==> config.mk <==
export PLATFORM = sky130hd
export DESIGN_NAME = radix_convert_digits_flat
export DESIGN_NICKNAME = d
export VERILOG_FILES = /design/src/rtl/core/rcd_pkg.sv /design/src/rtl/core/rcd_if.sv /design/src/rtl/core/rcd_front.sv /design/src/rtl/core/rcd_queue.sv /design/src/rtl/core/rcd_back.sv /design/src/rtl/core/radix_convert_digits.sv /design/src/flat_wrapper.sv
export SDC_FILE = /design/constraint.sdc
export NUM_CORES = 1
export LEC_CHECK = 0
export BUFFER_PORTS_ARGS = -buffer_cell sky130_fd_sc_hd__clkbuf_2
export CAP_MARGIN = 30
export CORE_ASPECT_RATIO = 1.25
export CORE_MARGIN = 10
export CORE_UTILIZATION = 54
export CTS_CLUSTER_DIAMETER = 150
export DETAILED_ROUTE_END_ITERATION = 7
export GPL_TIMING_DRIVEN = 0
export PLACE_DENSITY = 0.82
export SLEW_MARGIN = 15
export SYNTH_ARGS = -nofsm -noshare
export SYNTH_HDL_FRONTEND = slang
export SYNTH_SLANG_ARGS = --single-unit
==> constraint.sdc <==
create_clock -name clk_i -period 10.6 [get_ports clk_i]
set_clock_uncertainty 0.15 [all_clocks]
set_input_delay 0 -clock clk_i [delete_from_list [all_inputs] [get_ports clk_i]]
set_output_delay 0 -clock clk_i [all_outputs]
set_load 0.02 [all_outputs]
==> src/rtl/core/rcd_pkg.sv <==
// Package with shared types, constants and helpers for the radix converter.
`timescale 1ns / 1ps

package rcd_pkg;

  localparam int ValueW = 31;
  localparam int BaseW  = 5;
  localparam int DigitW = 4;
  localparam int CharW  = 7;
  localparam int AddrW  = 2;
  localparam int DataW  = 32;

  localparam logic [BaseW-1:0] BaseMin   = 5'd2;
  localparam logic [BaseW-1:0] BaseMax   = 5'd16;
  localparam logic [BaseW-1:0] BaseReset = 5'd10;

  // Register byte addresses
  localparam logic [AddrW-1:0] RegTargetBase = 2'd0;

  localparam logic [CharW-1:0] CharZero = 7'h30;
  localparam logic [CharW-1:0] CharA    = 7'h41;

  // One conversion job handed from front to back
  typedef struct packed {
    logic [ValueW-1:0] value;
    logic [BaseW-1:0]  base;
  } rcd_job_t;

  function automatic logic [CharW-1:0] digit_to_ascii(input logic [DigitW-1:0] d);
    logic [CharW-1:0] c;
    if (d <= 4'd9) begin
      c = CharZero + {3'b000, d};
    end else begin
      c = CharA + {3'b000, d - 4'd10};
    end
    return c;
  endfunction

  function automatic logic [BaseW-1:0] clamp_base(input logic [BaseW-1:0] b);
    logic [BaseW-1:0] r;
    if (b < BaseMin) begin
      r = BaseMin;
    end else if (b > BaseMax) begin
      r = BaseMax;
    end else begin
      r = b;
    end
    return r;
  endfunction

endpackage

==> src/rtl/core/rcd_if.sv <==
// Valid/ready channel interfaces for number input and digit output.
`timescale 1ns / 1ps

interface rcd_in_if;
  logic                      valid;
  logic                      ready;
  logic [rcd_pkg::ValueW-1:0] value;
  modport source (output valid, output value, input ready);
  modport sink   (input valid, input value, output ready);
endinterface

interface rcd_out_if;
  logic                      valid;
  logic                      ready;
  logic [rcd_pkg::CharW-1:0] digit_char;
  logic                      last_digit;
  modport source (output valid, output digit_char, output last_digit, input ready);
  modport sink   (input valid, input digit_char, input last_digit, output ready);
endinterface

==> src/rtl/core/rcd_front.sv <==
// Front stage: takes number transfers, clamps the base and stages the job.
`timescale 1ns / 1ps

module rcd_front (
  input  logic                     clk_i,
  input  logic                     rst_ni,
  rcd_in_if.sink                   item,
  input  logic [rcd_pkg::BaseW-1:0] base_i,
  output logic                     job_valid_o,
  output rcd_pkg::rcd_job_t        job_o,
  input  logic                     job_ready_i
);
  import rcd_pkg::*;

  logic     valid_q, valid_d;
  rcd_job_t job_q;
  logic     accept;

  assign item.ready  = !valid_q || job_ready_i;
  assign accept      = item.valid && item.ready;
  assign job_valid_o = valid_q;
  assign job_o       = job_q;

  always_comb begin
    valid_d = valid_q;
    if (accept) begin
      valid_d = 1'b1;
    end else if (job_ready_i) begin
      valid_d = 1'b0;
    end
  end

  always_ff @(posedge clk_i or negedge rst_ni) begin
    if (!rst_ni) begin
      valid_q <= 1'b0;
    end else begin
      valid_q <= valid_d;
    end
  end

  // out-of-range bases fold to the nearest legal radix
  always_ff @(posedge clk_i) begin
    if (accept) begin
      job_q.value <= item.value;
      job_q.base  <= clamp_base(base_i);
    end
  end

endmodule

==> src/rtl/core/rcd_queue.sv <==
// Two-entry job queue between front and back.
`timescale 1ns / 1ps

module rcd_queue (
  input  logic              clk_i,
  input  logic              rst_ni,
  input  logic              push_valid_i,
  input  rcd_pkg::rcd_job_t push_job_i,
  output logic              push_ready_o,
  output logic              pop_valid_o,
  output rcd_pkg::rcd_job_t pop_job_o,
  input  logic              pop_ready_i
);
  import rcd_pkg::*;

  rcd_job_t   entry_q [2];
  logic       wr_ptr_q, wr_ptr_d;
  logic       rd_ptr_q, rd_ptr_d;
  logic [1:0] count_q, count_d;
  logic       push, pop;

  assign push_ready_o = (count_q != 2'd2);
  assign pop_valid_o  = (count_q != 2'd0);
  assign pop_job_o    = entry_q[rd_ptr_q];
  assign push         = push_valid_i && push_ready_o;
  assign pop          = pop_valid_o && pop_ready_i;

  always_comb begin
    wr_ptr_d = push ? ~wr_ptr_q : wr_ptr_q;
    rd_ptr_d = pop ? ~rd_ptr_q : rd_ptr_q;
    count_d  = count_q;
    if (push && !pop) begin
      count_d = count_q + 2'd1;
    end else if (pop && !push) begin
      count_d = count_q - 2'd1;
    end
  end

  always_ff @(posedge clk_i or negedge rst_ni) begin
    if (!rst_ni) begin
      wr_ptr_q <= 1'b0;
      rd_ptr_q <= 1'b0;
      count_q  <= 2'd0;
    end else begin
      wr_ptr_q <= wr_ptr_d;
      rd_ptr_q <= rd_ptr_d;
      count_q  <= count_d;
    end
  end

  always_ff @(posedge clk_i) begin
    if (push) begin
      entry_q[wr_ptr_q] <= push_job_i;
    end
  end

endmodule

==> src/rtl/core/rcd_back.sv <==
// Back stage: divides into digits on a stack, then pops them out as ASCII.
`timescale 1ns / 1ps

module rcd_back #(
  parameter int STACK_DEPTH = 32
) (
  input  logic              clk_i,
  input  logic              rst_ni,
  input  logic              job_valid_i,
  input  rcd_pkg::rcd_job_t job_i,
  output logic              job_ready_o,
  rcd_out_if.source         out
);
  import rcd_pkg::*;

  localparam int AW  = $clog2(STACK_DEPTH);
  localparam int SPW = $clog2(STACK_DEPTH + 1);

  localparam logic [1:0] StIdle = 2'd0;
  localparam logic [1:0] StDiv  = 2'd1;
  localparam logic [1:0] StPop  = 2'd2;

  logic [1:0]       state_q, state_d;
  logic [31:0]      num_q, num_d;
  logic [BaseW-1:0] rem_q, rem_d;
  logic [BaseW-1:0] base_q, base_d;
  logic [1:0]       cnt_q, cnt_d;
  logic [SPW-1:0]   sp_q, sp_d;
  logic [SPW-1:0]   sp_dec;

  logic [DigitW-1:0] stack_mem [STACK_DEPTH];
  logic [DigitW-1:0] rd_data_q;
  logic              rd_last_q;
  logic              rd_pend_q, rd_pend_d;

  logic              out_valid_q, out_valid_d;
  logic [CharW-1:0]  out_char_q;
  logic              out_last_q;

  logic [BaseW-1:0]  div_rem;
  logic [31:0]       div_quot;
  logic              push_en, pop_en, out_move;

  // restoring division, eight quotient bits per cycle
  always_comb begin
    logic [BaseW-1:0] r;
    logic [31:0]      w;
    r = rem_q;
    w = num_q;
    for (int i = 0; i < 8; i++) begin
      r = {r[3:0], w[31]};
      w = {w[30:0], 1'b0};
      if (r >= base_q) begin
        r    = r - base_q;
        w[0] = 1'b1;
      end
    end
    div_rem  = r;
    div_quot = w;
  end

  assign sp_dec   = sp_q - SPW'(1);
  assign out_move = rd_pend_q && (!out_valid_q || out.ready);
  assign pop_en   = (state_q == StPop) && (sp_q != '0) && (!rd_pend_q || out_move);
  assign job_ready_o = (state_q == StIdle);

  always_comb begin
    state_d = state_q;
    num_d   = num_q;
    rem_d   = rem_q;
    base_d  = base_q;
    cnt_d   = cnt_q;
    push_en = 1'b0;
    unique case (state_q)
      StIdle: begin
        if (job_valid_i) begin
          num_d   = {1'b0, job_i.value};
          base_d  = job_i.base;
          rem_d   = '0;
          cnt_d   = 2'd0;
          state_d = StDiv;
        end
      end
      StDiv: begin
        num_d = div_quot;
        rem_d = div_rem;
        cnt_d = cnt_q + 2'd1;
        if (cnt_q == 2'd3) begin
          // one digit done: push remainder, go again on the quotient
          push_en = (sp_q < SPW'(STACK_DEPTH));
          rem_d   = '0;
          if (div_quot == '0) begin
            state_d = StPop;
          end
        end
      end
      StPop: begin
        if (pop_en && (sp_q == SPW'(1))) begin
          state_d = StIdle;
        end
      end
      default: begin
        state_d = StIdle;
      end
    endcase
  end

  always_comb begin
    sp_d = sp_q;
    if (push_en) begin
      sp_d = sp_q + SPW'(1);
    end else if (pop_en) begin
      sp_d = sp_dec;
    end
    rd_pend_d = pop_en ? 1'b1 : (out_move ? 1'b0 : rd_pend_q);
    out_valid_d = out_move ? 1'b1 : (out.ready ? 1'b0 : out_valid_q);
  end

  always_ff @(posedge clk_i or negedge rst_ni) begin
    if (!rst_ni) begin
      state_q     <= StIdle;
      cnt_q       <= 2'd0;
      sp_q        <= '0;
      rd_pend_q   <= 1'b0;
      out_valid_q <= 1'b0;
    end else begin
      state_q     <= state_d;
      cnt_q       <= cnt_d;
      sp_q        <= sp_d;
      rd_pend_q   <= rd_pend_d;
      out_valid_q <= out_valid_d;
    end
  end

  always_ff @(posedge clk_i) begin
    num_q  <= num_d;
    rem_q  <= rem_d;
    base_q <= base_d;
  end

  // digit stack: one write and one registered read port
  always_ff @(posedge clk_i) begin
    if (push_en) begin
      stack_mem[sp_q[AW-1:0]] <= div_rem[DigitW-1:0];
    end
  end

  always_ff @(posedge clk_i) begin
    if (pop_en) begin
      rd_data_q <= stack_mem[sp_dec[AW-1:0]];
      rd_last_q <= (sp_q == SPW'(1));
    end
  end

  always_ff @(posedge clk_i) begin
    if (out_move) begin
      out_char_q <= digit_to_ascii(rd_data_q);
      out_last_q <= rd_last_q;
    end
  end

  assign out.valid      = out_valid_q;
  assign out.digit_char = out_char_q;
  assign out.last_digit = out_last_q;

endmodule

==> src/rtl/core/radix_convert_digits.sv <==
// Top level of the radix converter: APB register, front, queue and back.
//
//   channel  | dir | payload                 | transfer when
//   ---------+-----+-------------------------+--------------------------
//   item_i   | in  | value[30:0]             | valid && ready
//   digit_o  | out | digit_char[6:0], last   | valid && ready
//   apb      | in  | target_base @ 0x0       | psel && penable && pwrite
//
// Back stage: each digit of a number comes from the restoring divider (8 quotient
//   bits per cycle), then the digits are popped off the stack. Base 2 with a
//   full 31-bit value is the worst case, with the most digits.
// The front stage and a two-entry queue take further numbers while the back
//   stage works, so input transfers stall only when the queue is full.
// Reset: async active low; the stack needs no clearing, its pointer resets.
// Output stalls hold the digit in the output register; the stack pop waits.
`timescale 1ns / 1ps

module radix_convert_digits #(
  parameter int STACK_DEPTH = 32
) (
  input  logic                     clk_i,
  input  logic                     rst_ni,
  rcd_in_if.sink                   item_i,
  rcd_out_if.source                digit_o,
  input  logic                     psel,
  input  logic                     penable,
  input  logic                     pwrite,
  input  logic [rcd_pkg::AddrW-1:0] paddr,
  input  logic [rcd_pkg::DataW-1:0] pwdata,
  output logic [rcd_pkg::DataW-1:0] prdata,
  output logic                     pready
);
  import rcd_pkg::*;

  logic [BaseW-1:0] base_q;
  logic             cfg_we;

  logic     fr_valid, fr_ready;
  rcd_job_t fr_job;
  logic     bk_valid, bk_ready;
  rcd_job_t bk_job;

  // config register; the user must write it only while no number is in flight, the block does not enforce this
  assign pready = 1'b1;
  assign cfg_we = psel && penable && pwrite && (paddr == RegTargetBase);
  assign prdata = (paddr == RegTargetBase) ? {{(DataW-BaseW){1'b0}}, base_q} : '0;

  always_ff @(posedge clk_i or negedge rst_ni) begin
    if (!rst_ni) begin
      base_q <= BaseReset;
    end else if (cfg_we) begin
      base_q <= pwdata[BaseW-1:0];
    end
  end

  rcd_front u_front (
    .clk_i       (clk_i),
    .rst_ni      (rst_ni),
    .item        (item_i),
    .base_i      (base_q),
    .job_valid_o (fr_valid),
    .job_o       (fr_job),
    .job_ready_i (fr_ready)
  );

  rcd_queue u_queue (
    .clk_i        (clk_i),
    .rst_ni       (rst_ni),
    .push_valid_i (fr_valid),
    .push_job_i   (fr_job),
    .push_ready_o (fr_ready),
    .pop_valid_o  (bk_valid),
    .pop_job_o    (bk_job),
    .pop_ready_i  (bk_ready)
  );

  rcd_back #(
    .STACK_DEPTH (STACK_DEPTH)
  ) u_back (
    .clk_i       (clk_i),
    .rst_ni      (rst_ni),
    .job_valid_i (bk_valid),
    .job_i       (bk_job),
    .job_ready_o (bk_ready),
    .out         (digit_o)
  );

endmodule

==> src/flat_wrapper.sv <==
// flat-port wrapper written by rule: the top's interface ports become plain ports
module radix_convert_digits_flat import rcd_pkg::*;
#(
  parameter int STACK_DEPTH = 32
)
  (clk_i, rst_ni, psel, penable, pwrite, paddr, pwdata, prdata, pready, item_i_valid, item_i_value, item_i_ready, digit_o_valid, digit_o_digit_char, digit_o_last_digit, digit_o_ready);
  rcd_in_if item_i_i ();
  rcd_out_if digit_o_i ();
  input  logic clk_i;
  input  logic rst_ni;
  input  logic psel;
  input  logic penable;
  input  logic pwrite;
  input  logic [rcd_pkg::AddrW-1:0] paddr;
  input  logic [rcd_pkg::DataW-1:0] pwdata;
  output logic [rcd_pkg::DataW-1:0] prdata;
  output logic pready;
  input wire logic [$bits(item_i_i.valid)-1:0] item_i_valid;
  input wire logic [$bits(item_i_i.value)-1:0] item_i_value;
  output wire logic [$bits(item_i_i.ready)-1:0] item_i_ready;
  output wire logic [$bits(digit_o_i.valid)-1:0] digit_o_valid;
  output wire logic [$bits(digit_o_i.digit_char)-1:0] digit_o_digit_char;
  output wire logic [$bits(digit_o_i.last_digit)-1:0] digit_o_last_digit;
  input wire logic [$bits(digit_o_i.ready)-1:0] digit_o_ready;
  assign item_i_i.valid = item_i_valid;
  assign item_i_i.value = item_i_value;
  assign item_i_ready = item_i_i.ready;
  assign digit_o_valid = digit_o_i.valid;
  assign digit_o_digit_char = digit_o_i.digit_char;
  assign digit_o_last_digit = digit_o_i.last_digit;
  assign digit_o_i.ready = digit_o_ready;
  radix_convert_digits #(.STACK_DEPTH(STACK_DEPTH)) u_core (.clk_i(clk_i), .rst_ni(rst_ni), .item_i(item_i_i), .digit_o(digit_o_i), .psel(psel), .penable(penable), .pwrite(pwrite), .paddr(paddr), .pwdata(pwdata), .prdata(prdata), .pready(pready));
endmodule
### After elaboration in Yosys (flattened, before gate mapping)

Memories as Yosys holds them, arrays and structs flattened. A register that Yosys moved wholly into a read port is not among the register bits.
Index checks and enable logic that the tools add are counted.

* bits in read-only memories: 0
* logic and storage cells: 142
* memories kept: 2
* register bits after elaboration: 108
* RAM bits: 200
* input bits: 72
* output and inout port bits: 43
* bits in latches: 0

Memories
* u_core.u_back.stack_mem: depth 32, bits a word 4, rd ports 1, clocked after memory_dff 1, write ports 1, line rcd_back.sv:31 `logic [DigitW-1:0] stack_mem [STACK_DEPTH];`
* u_core.u_queue.entry_q: depth 2, bits a word 36, rd ports 1, clocked after memory_dff 0, write ports 1, line rcd_queue.sv:16 `rcd_job_t entry_q [2];`

* $lt $le $gt $ge: 12
* shift-type cells: 0
* $mul: 0
* equality and inequality tests: 9
* mux-type cells: 47
* bitwise gates (word level): 2
* div/mod/pow operators: 0
* $add $sub $neg: 16
* reductions and logical operators: 35

Operators by type and width (number)
* case mux 32 bit (2 select lines): 1
* >= comparator 5 bit: 8
* 2-to-1 mux 4 bit: 10
* logical NOT 32 bit: 1
* 2-to-1 mux 32 bit: 1
* subtractor 4 bit: 8
* 2-to-1 mux 1 bit: 20
* 2-to-1 mux 2 bit: 7
* nonzero test 2 bit: 7
* logical AND 1 bit: 12
* 2-to-1 mux 6 bit: 2
* 2-to-1 mux 5 bit: 2
* inequality test 2 bit, second input constant: 4
* case mux 4 bit (2 select lines): 1
* adder 6 x 4 -> 7 bit, first input constant: 1
* adder 7 x 4 -> 7 bit, first input constant: 1
* 2-to-1 mux 7 bit: 1
* adder 6 x 1 -> 6 bit, second input constant: 1
* equality test 6 x 1 -> 1 bit, second input constant: 1
* less-than comparator 6 bit, second input constant: 1
* case mux 2 bit (3 select lines): 1
* nonzero test 6 bit: 1
* subtractor 6 x 1 -> 6 bit, second input constant: 1
* > comparator 5 bit, second input constant: 1
* 16 further kinds: 27

### Longest topological paths before layout

Gate-level depths: netlist of the first run.

* word-level depth: 20
* mapped depth: 51

### Hierarchy

A second synthesis of the first run with hierarchy kept.

* cells, all modules: 936
* area, all modules: 14442.6 um^2

By module, submodules not included
* rcd_back: times used 1, cells an instance 712, area each 9844.4 um^2
* rcd_queue: times used 1, cells an instance 130, area each 2941.6 um^2
* rcd_front: times used 1, cells an instance 47, area each 1184.9 um^2
* radix_convert_digits: times used 1, cells an instance 47, area each 471.7 um^2

### Worst setup path after synthesis of the first run

OpenSTA, ideal clock, no wires.

* path type: register to register
* start point: register u_core.u_back.base_q[1]
* end point: memory u_core.u_back.stack_mem[0][2], data pin
* setup time: 0.377 ns
* arrival: 10.902 ns
* stages on the path, launching flop included: 43
* buffers on the path: 0
* slack: -0.829 ns
* path through: edfxtp_1 > inv_1 > ha_1 > a31oi_1 > o21ai_1 > mux2_2 > ha_1 > a21o_1 > a31oi_1 > o21ai_1 > mux2_2 > ha_1 > nand2_1 > o21ai_1 > mux2i_1 > ha_1 > nand2_1 > o21a_1 > [... 7 more ...] > a21o_1 > a31oi_1 > o21ai_2 > a211o_1 > a21boi_0 > ha_1 > a21o_1 > a31oi_1 > o21ai_1 > mux2_2 > inv_1 > ha_1 > a21o_1 > a31oi_1 > o21ai_1 > inv_1 > nor2_1 > a21oi_1

* cells in the longest elaborated chain, start to end: 16

Ends and longest elaborated chain
* from (decl): line rcd_back.sv:26 `logic [BaseW-1:0] base_q, base_d;`
* from (signal assigned): line rcd_back.sv:138 `base_q <= base_d;`
* subtractor 4 bit or >= comparator 5 bit (tied branches): line rcd_back.sv:54, rcd_back.sv:53
* 2-to-1 mux 4 bit: line rcd_back.sv:53 `if (r >= base_q) begin`
* subtractor 4 bit or >= comparator 5 bit (tied branches): line rcd_back.sv:54, rcd_back.sv:53
* 2-to-1 mux 4 bit: line rcd_back.sv:53
* subtractor 4 bit or >= comparator 5 bit (tied branches): line rcd_back.sv:54, rcd_back.sv:53
* 2-to-1 mux 4 bit: line rcd_back.sv:53
* >= comparator 5 bit or subtractor 4 bit (tied branches): line rcd_back.sv:53, rcd_back.sv:54
* 2-to-1 mux 4 bit: line rcd_back.sv:53
* subtractor 4 bit or >= comparator 5 bit (tied branches): line rcd_back.sv:54, rcd_back.sv:53
* 2-to-1 mux 4 bit: line rcd_back.sv:53
* subtractor 4 bit or >= comparator 5 bit (tied branches): line rcd_back.sv:54, rcd_back.sv:53
* 2-to-1 mux 4 bit: line rcd_back.sv:53
* >= comparator 5 bit or subtractor 4 bit (tied branches): line rcd_back.sv:53, rcd_back.sv:54
* 2-to-1 mux 4 bit: line rcd_back.sv:53
* subtractor 4 bit or >= comparator 5 bit (tied branches): line rcd_back.sv:54, rcd_back.sv:53
* 2-to-1 mux 4 bit (*): line rcd_back.sv:53
* via u_core.u_back.div_rem[2]: line rcd_back.sv:40 `logic [BaseW-1:0] div_rem;`
* to (decl): line rcd_back.sv:31

The timed path passes the listed nets; every way through them passes the cells marked *.

### Worst setup path after layout of the first run

* start point: register u_core.u_back.base_q[2]
* end point: memory u_core.u_back.stack_mem[30][1], data pin

* cells in the longest elaborated chain, start to end: 16

Ends and longest elaborated chain (line)
* subtractor 4 bit or >= comparator 5 bit (tied branches): rcd_back.sv:54, rcd_back.sv:53
* 2-to-1 mux 4 bit: rcd_back.sv:53
* subtractor 4 bit or >= comparator 5 bit (tied branches): rcd_back.sv:54, rcd_back.sv:53
* 2-to-1 mux 4 bit: rcd_back.sv:53
* >= comparator 5 bit or subtractor 4 bit (tied branches): rcd_back.sv:53, rcd_back.sv:54
* 2-to-1 mux 4 bit: rcd_back.sv:53
* subtractor 4 bit or >= comparator 5 bit (tied branches): rcd_back.sv:54, rcd_back.sv:53
* 2-to-1 mux 4 bit: rcd_back.sv:53
* subtractor 4 bit or >= comparator 5 bit (tied branches): rcd_back.sv:54, rcd_back.sv:53
* 2-to-1 mux 4 bit: rcd_back.sv:53
* subtractor 4 bit or >= comparator 5 bit (tied branches): rcd_back.sv:54, rcd_back.sv:53
* 2-to-1 mux 4 bit: rcd_back.sv:53
* >= comparator 5 bit or subtractor 4 bit (tied branches): rcd_back.sv:53, rcd_back.sv:54
* 2-to-1 mux 4 bit: rcd_back.sv:53
* subtractor 4 bit or >= comparator 5 bit (tied branches): rcd_back.sv:54, rcd_back.sv:53
* 2-to-1 mux 4 bit (*): rcd_back.sv:53
* via u_core.u_back.div_rem[1]: rcd_back.sv:40

Marks and branches as above.

==> results of run 1 <==
## worst max-delay path: cells and delay by family (launching register included)
| kind | cells | cell delay (ns) |
|---|---|---|
| adder cells (fa/ha/maj) | 8 | 2.34 |
| multiplexers | 5 | 1.72 |
| buffers and inverters | 8 | 1.26 |
| AO/OA/AOI/OAI | 21 | 3.81 |
| flip-flops | 1 | 0.42 |
| AND/OR/NAND/NOR | 7 | 0.57 |
## Yosys cell counts, types with 3 or more instances
cell,instances
edfxtp_1,290
nand2_1,65
nor2_1,57
ha_1,51
inv_1,42
o21ai_0,40
mux2i_1,37
a21oi_1,30
mux4_1,30
buf_4,28
mux2_2,25
dfrtp_1,20
xnor2_1,20
a21o_1,19
clkbuf_1,19
nand2b_1,12
mux4_2,10
a31oi_1,9
xor2_1,9
fa_1,8
nand3_1,8
and2_1,7
nor2b_1,7
o21ai_1,7
nor3_1,6
nor4_1,6
and3_1,4
nand3b_1,4
a22o_1,3
buf_6,3
nor3b_1,3
or2_2,3
## final timing paths
check	endpoint	slack (ns)	cells after the start
setup / recovery	u_core.u_back.stack_mem[30][1]$_DFFE_PP_	0.05	49
max in group asynchronous	u_core.u_back.state_q[0]$_DFFE_PN0P_	9.05	5
min in group asynchronous	u_core.base_q[3]$_DFFE_PN1P_	0.36	3
hold reg to reg	u_core.u_queue.entry_q[0][8]$_DFFE_PP_	0.28	0
setup reg to reg	u_core.u_back.stack_mem[30][1]$_DFFE_PP_	0.05	49
hold / removal	u_core.u_front.job_o[28]$_DFFE_PP_	0.02	2
## stage by stage
| stage | TNS (ns) | util [%] | worst slack [ns] | instances |
|---|---|---|---|---|
| after global placement | -274.21 | 57.9 | -2.24 | 1343 |
| after global routing | -24.62 | 68.7 | -0.286 | 1514 |
| after floorplan | 0 | - | 0.0322 | 944 |
| final | 0 | 68.7 | 0.0484 | 1514 |
| after CTS | 0 | 65.9 | 0.0191 | 1476 |
| after detailed placement | -292.52 | 58.4 | -2.47 | 1347 |
## state kept, by name, indices dropped and copies added, names as in the netlist, 2 cells and up
signal                        count
u_core.u_back.out.digit_char      7
u_core.u_back.state_q             2
u_core.base_q                     5
u_core.u_back.num_q              32
u_core.u_back.stack_mem         128
u_core.u_back.base_q              5
u_core.u_back.rem_q               4
u_core.u_back.cnt_q               2
u_core.u_front.job_o             36
u_core.u_queue.count_q            2
u_core.u_back.rd_data_q           4
u_core.u_queue.entry_q           72
u_core.u_back.sp_q                6
## layer usage
metal / GRT usage [%] / wire length, um / part of all wire, % / up-vias
li1: - / - / - / 3920
met1: 22.6 / 12500 / 37 / 4380
met2: 32.9 / 17800 / 52 / 458
met3: 3.94 / 2560 / 7.5 / 95
met4: 6.97 / 1240 / 3.6 / 0
met5: 0 / 0 / 0 / -
## layout make-up
cell class              instances  area, um^2  area share (%)
clock inverters                15         156           0.878
inverters                      42         174           0.976
clock buffers                  36         782            4.39
repair buffers                174        1450            8.16
multi-input cells             543        5230            29.4
well taps                     340         425            2.39
plain buffers                  52         332            1.86
flip-flops and latches        312        9260            52.0
## kinds of logic (layout without fill, tap and decap cells)
group	count (synthesis)	after routing	share of synthesized area, %
buffers and inverters	94	319	3.45
AO/OA/AOI/OAI	128	129	5.49
adder cells (fa/ha/maj)	59	59	5.64
flip-flops	312	312	65.4
XOR/XNOR	30	30	1.91
other	2	28	0.0530
multiplexers	102	103	11.8
AND/OR/NAND/NOR	191	194	6.31
## repair_timing
item,in CTS,in global routing
cloned,3,3
gates resized for setup,44,71
setup buffers,28,34
pin swaps,11,41
hold buffers,47,0
hold endpoints to repair,99,0
setup endpoints to repair,135,135
==> results_dict.tcl, run 1 <==
set metrics [dict create \
    run_status "completed" \
    clock_latency_ns 0.54 \
    synth-seq-cells 312 \
    layout-drive-gt1-share_pct 27.7 \
    worst_setup_path_startpoint "u_core.u_back.base_q[2]$_DFFE_PP_" \
    synth_top_cells_by_area "edfxtp_1 61%, mux4_1 5.6%, ha_1 4.5%" \
    crit_arrival_ns 10.69 \
    number_of_iterations_in_the_first_detailed_routing_pass 5 \
    timing.final.max_slew_violations 0 \
    post_drt_via_cell_ratio 5.85 \
    synth_async_sr_flop_share_pct 7.05 \
    cts.sinks 312 \
    netlist_area_mm2 0.0142 \
    postPlaceCellArea_mm2 0.0151 \
    synthCells 918 \
    floorplan.core_area_mm2 0.0259 \
    dieHeight_um 201 \
    timing.max_slew.rel_slack_pct 35.6 \
    post-route-drc-count 0 \
    layout_net_count 1284 \
    htreeDepth 1 \
    crit-reg2reg-launch "u_core.u_back.base_q[2]$_DFFE_PP_" \
    timing.critical_path.slowest_cell_delay_ns 0.42 \
    place_hpwl_um 19600 \
    holdCritPathClass "input port to register" \
    crit_slowest_cell "edfxtp_1" \
    place.gp.congestion 0.847 \
    dr_total_vias 8853 \
    final.min_clock_period_ns 10.55 \
    worst-setup-path-type "register to register" \
    synth.distinct_cells 57 \
    synth_seq_area_share_pct 65.4 \
    dominantRegCellSynth "edfxtp_1" \
    clock_tree_from_tritoncts "yes" \
    worstSetupStartpointType "register" \
    routedWlPerCell_um 22.5 \
    max_clock_freq_mhz 94.8 \
    period_share_pct 99.5 \
    setup_viol_count_final 0 \
    clock_path_buffers 3 \
    vias_in_the_first_global_route 8912 \
    path_clk_slew_ns 0.07 \
    cts_made_buffers 28 \
    layout_commonest_cell "edfxtp_1" \
    post-synth-top-area-cell "edfxtp_1" \
    drt_iter0_drc 909 \
    port_buffers 59 \
    design_area_mm2 0.0178 \
    cts_root_buffer "clkbuf_16" \
    core.rowCount 66 \
    hold_slack_ns 0.0242 \
    die_area_mm2 0.0331 \
    wire_length_of_the_first_global_routing_pass_um 49300 \
    antenna_cells_inserted 0 \
    effective_utilization_at_floorplan_pct 54.6 \
    areaGrowthSynthToFinish_pct 25.8 \
    worstHoldStart "item_i_value[23]" \
    antenna_found_initial 0 \
    critical_path_peak_fanout 8 \
    tightest_slew_ns 0.959 \
    hold_violations 0 \
    post-synth-top-area-fraction_pct 61.5 \
    worstSetupEndpointType "register" \
    max_cap_violations 0 \
    postRouteWirelength_um 34000 \
    most-common-layout-cells "290 x edfxtp_1, 78 x buf_4, 59 x nand2_1, 59 x clkbuf_2, 54 x nor2_1" \
    route.antenna.remaining_nets 0 \
    cp.required_ns 10.74 \
    grt_max_degree 38 \
    worst_path_most_repeated_cell "o21ai_4" \
    final.fill_count 1564 \
    dieWidth_um 165 \
    ys.warnings.count 0 \
    grt_overflow_total 0 \
    synth-edff-count 290 \
    io_pins 115 \
    synthesis.area_per_instance_um2 15.4 \
    gr-usage-all-layers_pct 19.0 \
]
Power of run 1 is not shown: default switching activity piles up to over one toggle a cycle in this logic, so the estimate is an artifact.
==> inputs of run 2 (changes only) <==
- SYNTH_HIERARCHICAL: not set -> 1
==> run 2 against run 1 <==
Net effect: first-iteration DRC count down 11%; die area grew 1.8%; critical path depth decreased by 1; sequential share of layout area shrank 0.11 points; via count up 0.46%; highest routed layer unchanged.
==> results_dict.tcl, run 2 <==
set metrics [dict create \
    run_status "completed" \
    routedWlPerCell_um 22.0 \
    timing.critical_path.slowest_cell_delay_ns 0.38 \
    post-synth-top-area-cell "edfxtp_1" \
    synthMostInstantiatedCell "edfxtp_1" \
    worst_path_most_repeated_cell "a21o_1" \
    drt_iter0_drc 811 \
    synth-seq-cells 312 \
    synth_seq_area_share_pct 64.1 \
    dr_total_vias 8894 \
    layout_commonest_cell "edfxtp_1" \
    design_area_mm2 0.0179 \
    synthCells 936 \
    synth-edff-count 290 \
    clock_path_buffers 3 \
    route.antenna.remaining_nets 0 \
    floorplan.core_area_mm2 0.0262 \
    vias_in_the_first_global_route 9247 \
    post-synth-top-area-fraction_pct 60.3 \
    worstPathBufferInverterCount 8 \
    worst-setup-path-type "register to register" \
    cts_root_buffer "clkbuf_16" \
    ys.warnings.count 6 \
    cts.sinks 312 \
    dominantRegCellSynth "edfxtp_1" \
    worst_setup_path_startpoint "u_core/u_back/base_q[2]$_DFFE_PP_" \
    synthesis.area_per_instance_um2 15.4 \
    clock_latency_ns 0.55 \
    number_of_iterations_in_the_first_detailed_routing_pass 7 \
    worstHoldStart "item_i_value[0]" \
    final_core_util_pct 68.2 \
    post_synth_most_frequent_cells "290 x edfxtp_1, 124 x nand2_1, 50 x ha_1, 48 x nor2_1, 40 x inv_1" \
    postPlaceCellArea_mm2 0.0154 \
    tightest_slew_ns 0.885 \
    io_pins 115 \
    synth_top_cells_by_area "edfxtp_1 60%, mux4_1 4.9%, ha_1 4.3%" \
    final.min_clock_period_ns 10.52 \
    areaGrowthSynthToFinish_pct 23.6 \
    crit-reg2reg-launch "u_core/u_back/base_q[2]$_DFFE_PP_" \
    place.gp.congestion 0.885 \
    grt_overflow_total 0 \
    cts_made_buffers 30 \
    netlist_area_mm2 0.0144 \
    timing.max_slew.rel_slack_pct 40.8 \
    worstSetupStartpointType "register" \
    largest_register_ffs 128 \
    postRouteWirelength_um 33600 \
    layout-drive-gt1-share_pct 28.5 \
    clock_tree_from_tritoncts "yes" \
    die_area_mm2 0.0337 \
    holdCritPathClass "input port to register" \
    port_buffers 59 \
    synth_async_sr_flop_share_pct 7.05 \
    effective_utilization_at_floorplan_pct 55.2 \
    timing.final.max_slew_violations 0 \
    cp.required_ns 10.73 \
    post_drt_via_cell_ratio 5.81 \
    synth.distinct_cells 68 \
    post-route-drc-count 0 \
    period_share_pct 99.2 \
    max_cap_violations 0 \
    path_clk_slew_ns 0.07 \
    most-common-layout-cells "290 x edfxtp_1, 121 x nand2_1, 70 x buf_4" \
    dieHeight_um 203 \
    dieWidth_um 166 \
    place_hpwl_um 18900 \
    core.rowCount 66 \
    crit_slowest_cell "edfxtp_1" \
    antenna_found_initial 0 \
    timing.critical_path.max_delay_family "compound AO/OA/AOI/OAI gates" \
    layout_net_count 1296 \
    htreeDepth 1 \
    gr-usage-all-layers_pct 18.8 \
    max_clock_freq_mhz 95.1 \
    critical_path_peak_fanout 7 \
    antenna_cells_inserted 0 \
    grt_max_degree 37 \
    setup_viol_count_final 0 \
    hold_violations 0 \
    crit_arrival_ns 10.64 \
    wire_length_of_the_first_global_routing_pass_um 51100 \
    worstSetupEndpointType "register" \
]
## run 2: cell types whose count changed in the layout (fill, tap and decap cells not counted), sizes merged, moves of 5 or more
cell	previous run	this run
buf	99	88
clkbuf	115	105
dlygate4sd3	47	59
mux2	26	56
mux2i	37	5
nand2	65	124
nor2	57	49
o211ai	2	7
o21ai	49	21
## run 2: kinds of logic after synthesis
| logic type | after synthesis | share of synthesized area [%] |
|---|---|---|
| DFF | 312 | 64.1 |
| buffers and inverters | 92 | 3.88 |
| other | 2 | 0.0520 |
| and+or+nand+nor | 245 | 8.05 |
| muxes | 100 | 12.3 |
| AOI/OAI and AO/OA | 98 | 4.37 |
| adders and majority gates | 58 | 5.44 |
| xor gates and xnor gates | 29 | 1.76 |
## run 2: worst paths after layout
| check | slack [ns] | endpoint | cells past startpoint |
|---|---|---|---|
| worst min-delay path | 0.01 | u_core/u_front/job_o[5]$_DFFE_PP_ | 2 |
| max in group asynchronous | 9.38 | u_core/u_back/sp_q[1]$_DFFE_PN0P_ | 4 |
| worst max-delay path | 0.08 | u_core/u_back/rem_q[1]$_SDFFCE_PP0P_ | 48 |
| min in group asynchronous | 0.34 | u_core/base_q[3]$_DFFE_PN1P_ | 3 |
| worst max register to register | 0.08 | u_core/u_back/rem_q[1]$_SDFFCE_PP0P_ | 48 |
| worst min register to register | 0.28 | u_core/u_back/out.last_digit$_DFFE_PP_ | 0 |
## run 2: layer usage
layer | track usage (%) | part of all wire, % | up-vias
li1 | - | - | 3956
met1 | 22.3 | 37 | 4391
met2 | 33.3 | 52 | 448
met3 | 3.48 | 7.8 | 99
met4 | 7.16 | 3.5 | 0
met5 | 0 | 0 | -
## run 2: cell type report
| cell class | count | area [um^2] |
|---|---|---|
| inverters | 40 | 164 |
| repair buffers | 167 | 1340 |
| well taps | 340 | 425 |
| plain buffers | 52 | 418 |
| clock buffers | 36 | 795 |
| fillers | 1565 | 8330 |
| clock inverters | 20 | 209 |
| flip-flops and latches | 312 | 9260 |
| multi-input cells | 563 | 5240 |
## run 2: timing repair
item | 4_1_cts | 5_1_grt
endpoints found under the hold margin | 62 | 0
hold buffers | 60 | 0
buffers inserted | 26 | 19
setup endpoints to repair | 135 | 135
resized for setup | 37 | 41
gates cloned | 5 | 0
pin swaps | 8 | 16
## run 2: stage by stage
step / hold slack [ns] / setup WS (ns) / TNS (ns) / instances
CTS: 0.000171 / 0.0129 / 0 / 1511
floorplan: -0.446 / 0.00832 / 0 / 962
detailed placement: -0.0959 / -2.08 / -255.78 / 1364
global route: 0.0230 / -0.259 / -25.27 / 1530
finish: 0.0142 / 0.0826 / 0 / 1530
global placement: -0.0949 / -1.75 / -213.74 / 1361
Power of run 2 is left out for the same reason.
==> inputs of run 3 (changes only) <==
- HOLD_SLACK_MARGIN: not set -> 0.15
==> run 3 against run 2 <==
Net effect: first-iteration DRC count is 1.5% higher; clock-buffer cell count stayed put; die area stayed put; critical path depth stayed put; setup slack better by 0.12 ns; register-to-register slack better by 0.12 ns; sequential cell count stayed put; largest cell class unchanged.
==> results_dict.tcl, run 3 (same netlist as run 2, synthesis figures left out) <==
set metrics [dict create \
    run_status "completed" \
    post-route-drc-count 0 \
    effective_utilization_at_floorplan_pct 55.2 \
    layout_net_count 1318 \
    grt_overflow_total 0 \
    place_hpwl_um 18900 \
    period_share_pct 98.1 \
    tns_ns 0 \
    clock_path_buffers 3 \
    dr_total_vias 9088 \
    wire_length_of_the_first_global_routing_pass_um 52500 \
    clock_latency_ns 0.55 \
    crit-reg2reg-launch "u_core/u_back/base_q[0]$_DFFE_PP_" \
    final_core_util_pct 68.9 \
    crit_arrival_ns 10.53 \
    holdCritPathClass "input port to register" \
    timing.max_slew.rel_slack_pct 37.9 \
    hold_violations 0 \
    htreeDepth 1 \
    worstHoldStart "digit_o_ready" \
    final.min_clock_period_ns 10.40 \
    cts_made_buffers 30 \
    detailedPlace.worstSlack_ns -2.08 \
    antenna_found_initial 2 \
    clock_tree_from_tritoncts "yes" \
    place.gp.congestion 0.885 \
    worstSetupStartpointType "register" \
    worst-setup-path-type "register to register" \
    setup_ws_ns 0.198 \
    worst-r2r-setup-slack_ns 0.20 \
    route.antenna.remaining_nets 0 \
    postRouteWirelength_um 34500 \
    tightest_slew_ns 0.931 \
    max_clock_freq_mhz 96.1 \
    hold_slack_ns 0.202 \
    path_clk_slew_ns 0.06 \
    timing.final.max_slew_violations 0 \
    post_drt_via_cell_ratio 5.85 \
    setup_viol_count_final 0 \
    crit_slowest_cell "edfxtp_1" \
    core.rowCount 66 \
    largest_register_ffs 128 \
    port_buffers 59 \
    min_delay_path_depth 4 \
    dieWidth_um 166 \
    routedWlPerCell_um 22.2 \
    cts.sinks 312 \
    timing.critical_path.slowest_cell_delay_ns 0.45 \
    worstSetupEndpointType "register" \
    number_of_iterations_in_the_first_detailed_routing_pass 5 \
    worst_path_most_repeated_cell "a21o_1" \
    rr_worst_depth 48 \
    vias_in_the_first_global_route 9407 \
    die_area_mm2 0.0337 \
    cts_root_buffer "clkbuf_16" \
    floorplan.core_area_mm2 0.0262 \
    layout-drive-gt1-share_pct 27.6 \
    cp.required_ns 10.73 \
    worstReg2RegEnd "u_core/u_back/stack_mem[25][1]$_DFFE_PP_" \
    dieHeight_um 203 \
    most-common-layout-cells "290 x edfxtp_1, 121 x nand2_1, 82 x dlygate4sd3_1" \
    grt_max_degree 37 \
    gr-usage-all-layers_pct 19.4 \
    max_cap_violations 0 \
    min_to "u_core/u_back/rd_pend_q$_DFFE_PN0P_" \
    io_pins 115 \
    layout_commonest_cell "edfxtp_1" \
    drt_iter0_drc 823 \
    areaGrowthSynthToFinish_pct 25.0 \
    critical_path_peak_fanout 16 \
]
-- run 3: cell count changes in the layout (fill, tap and decap cells not counted), sizes merged --
cell         change
diode            +2
buf              -1
dlygate4sd3     +23
-- run 3: through the flow --
stage | std cells | cell area (um^2)
6_report | 1554 | 18000
5_1_grt | 1554 | 18000
3_3_place_gp | 1361 | 15300
4_1_cts | 1534 | 17700
2_1_floorplan | 962 | 14600
3_5_place_dp | 1364 | 15400
-- run 3: worst max-delay path by stage --
stage / startpoint / end / slack [ns] / cells past startpoint
after floorplan: u_core/u_back/base_q[1]$_DFFE_PP_ / u_core/u_back/rem_q[1]$_SDFFCE_PP0P_ / 0.008 / 46
after global placement: u_core/u_back/base_q[1]$_DFFE_PP_ / u_core/u_back/rem_q[0]$_SDFFCE_PP0P_ / -1.75 / 47
after detailed placement: u_core/u_back/base_q[1]$_DFFE_PP_ / u_core/u_back/rem_q[0]$_SDFFCE_PP0P_ / -2.08 / 47
after CTS: u_core/u_back/base_q[2]$_DFFE_PP_ / u_core/u_back/stack_mem[25][1]$_DFFE_PP_ / 0.01 / 47
after global routing: u_core/u_back/base_q[0]$_DFFE_PP_ / u_core/u_back/rem_q[1]$_SDFFCE_PP0P_ / -0.13 / 46
final: u_core/u_back/base_q[0]$_DFFE_PP_ / u_core/u_back/stack_mem[25][1]$_DFFE_PP_ / 0.20 / 48
-- run 3: cell type report --
type / count / area, um^2
diodes: 2 / 5.00
multi-input cells: 563 / 5210
flip-flops and latches: 312 / 9260
well taps: 340 / 425
plain buffers: 52 / 418
fillers: 1524 / 8130
clock inverters: 20 / 209
inverters: 40 / 164
clock buffers: 36 / 795
repair buffers: 189 / 1560
-- run 3: per-layer routing --
metal  track usage (%)  routed length [um]
met5                 0                   0
met4              7.76                1160
met3              3.46                2570
met2              34.6               18000
met1              22.7               12700
-- run 3: worst max-delay path, delay by kind of cell, from the launching register on --
kind                     cells  cell delay [ns]
AO/OA/AOI/OAI               26             4.45
adder cells (fa/ha/maj)      8             2.30
buffers and inverters        6             0.80
flip-flops                   1             0.45
multiplexers                 3             1.08
AND/OR/NAND/NOR              5             0.87
-- run 3: what timing repair did --
| item | 4_1_cts | 5_1_grt |
|---|---|---|
| resized for setup | 37 | 35 |
| buffers inserted | 26 | 18 |
| cloned | 5 | 0 |
| pin swaps | 8 | 15 |
| hold buffers | 83 | 0 |
| setup endpoints to repair | 135 | 135 |
| hold endpoints to repair | 107 | 0 |
Power of run 3 is left out for the same reason.
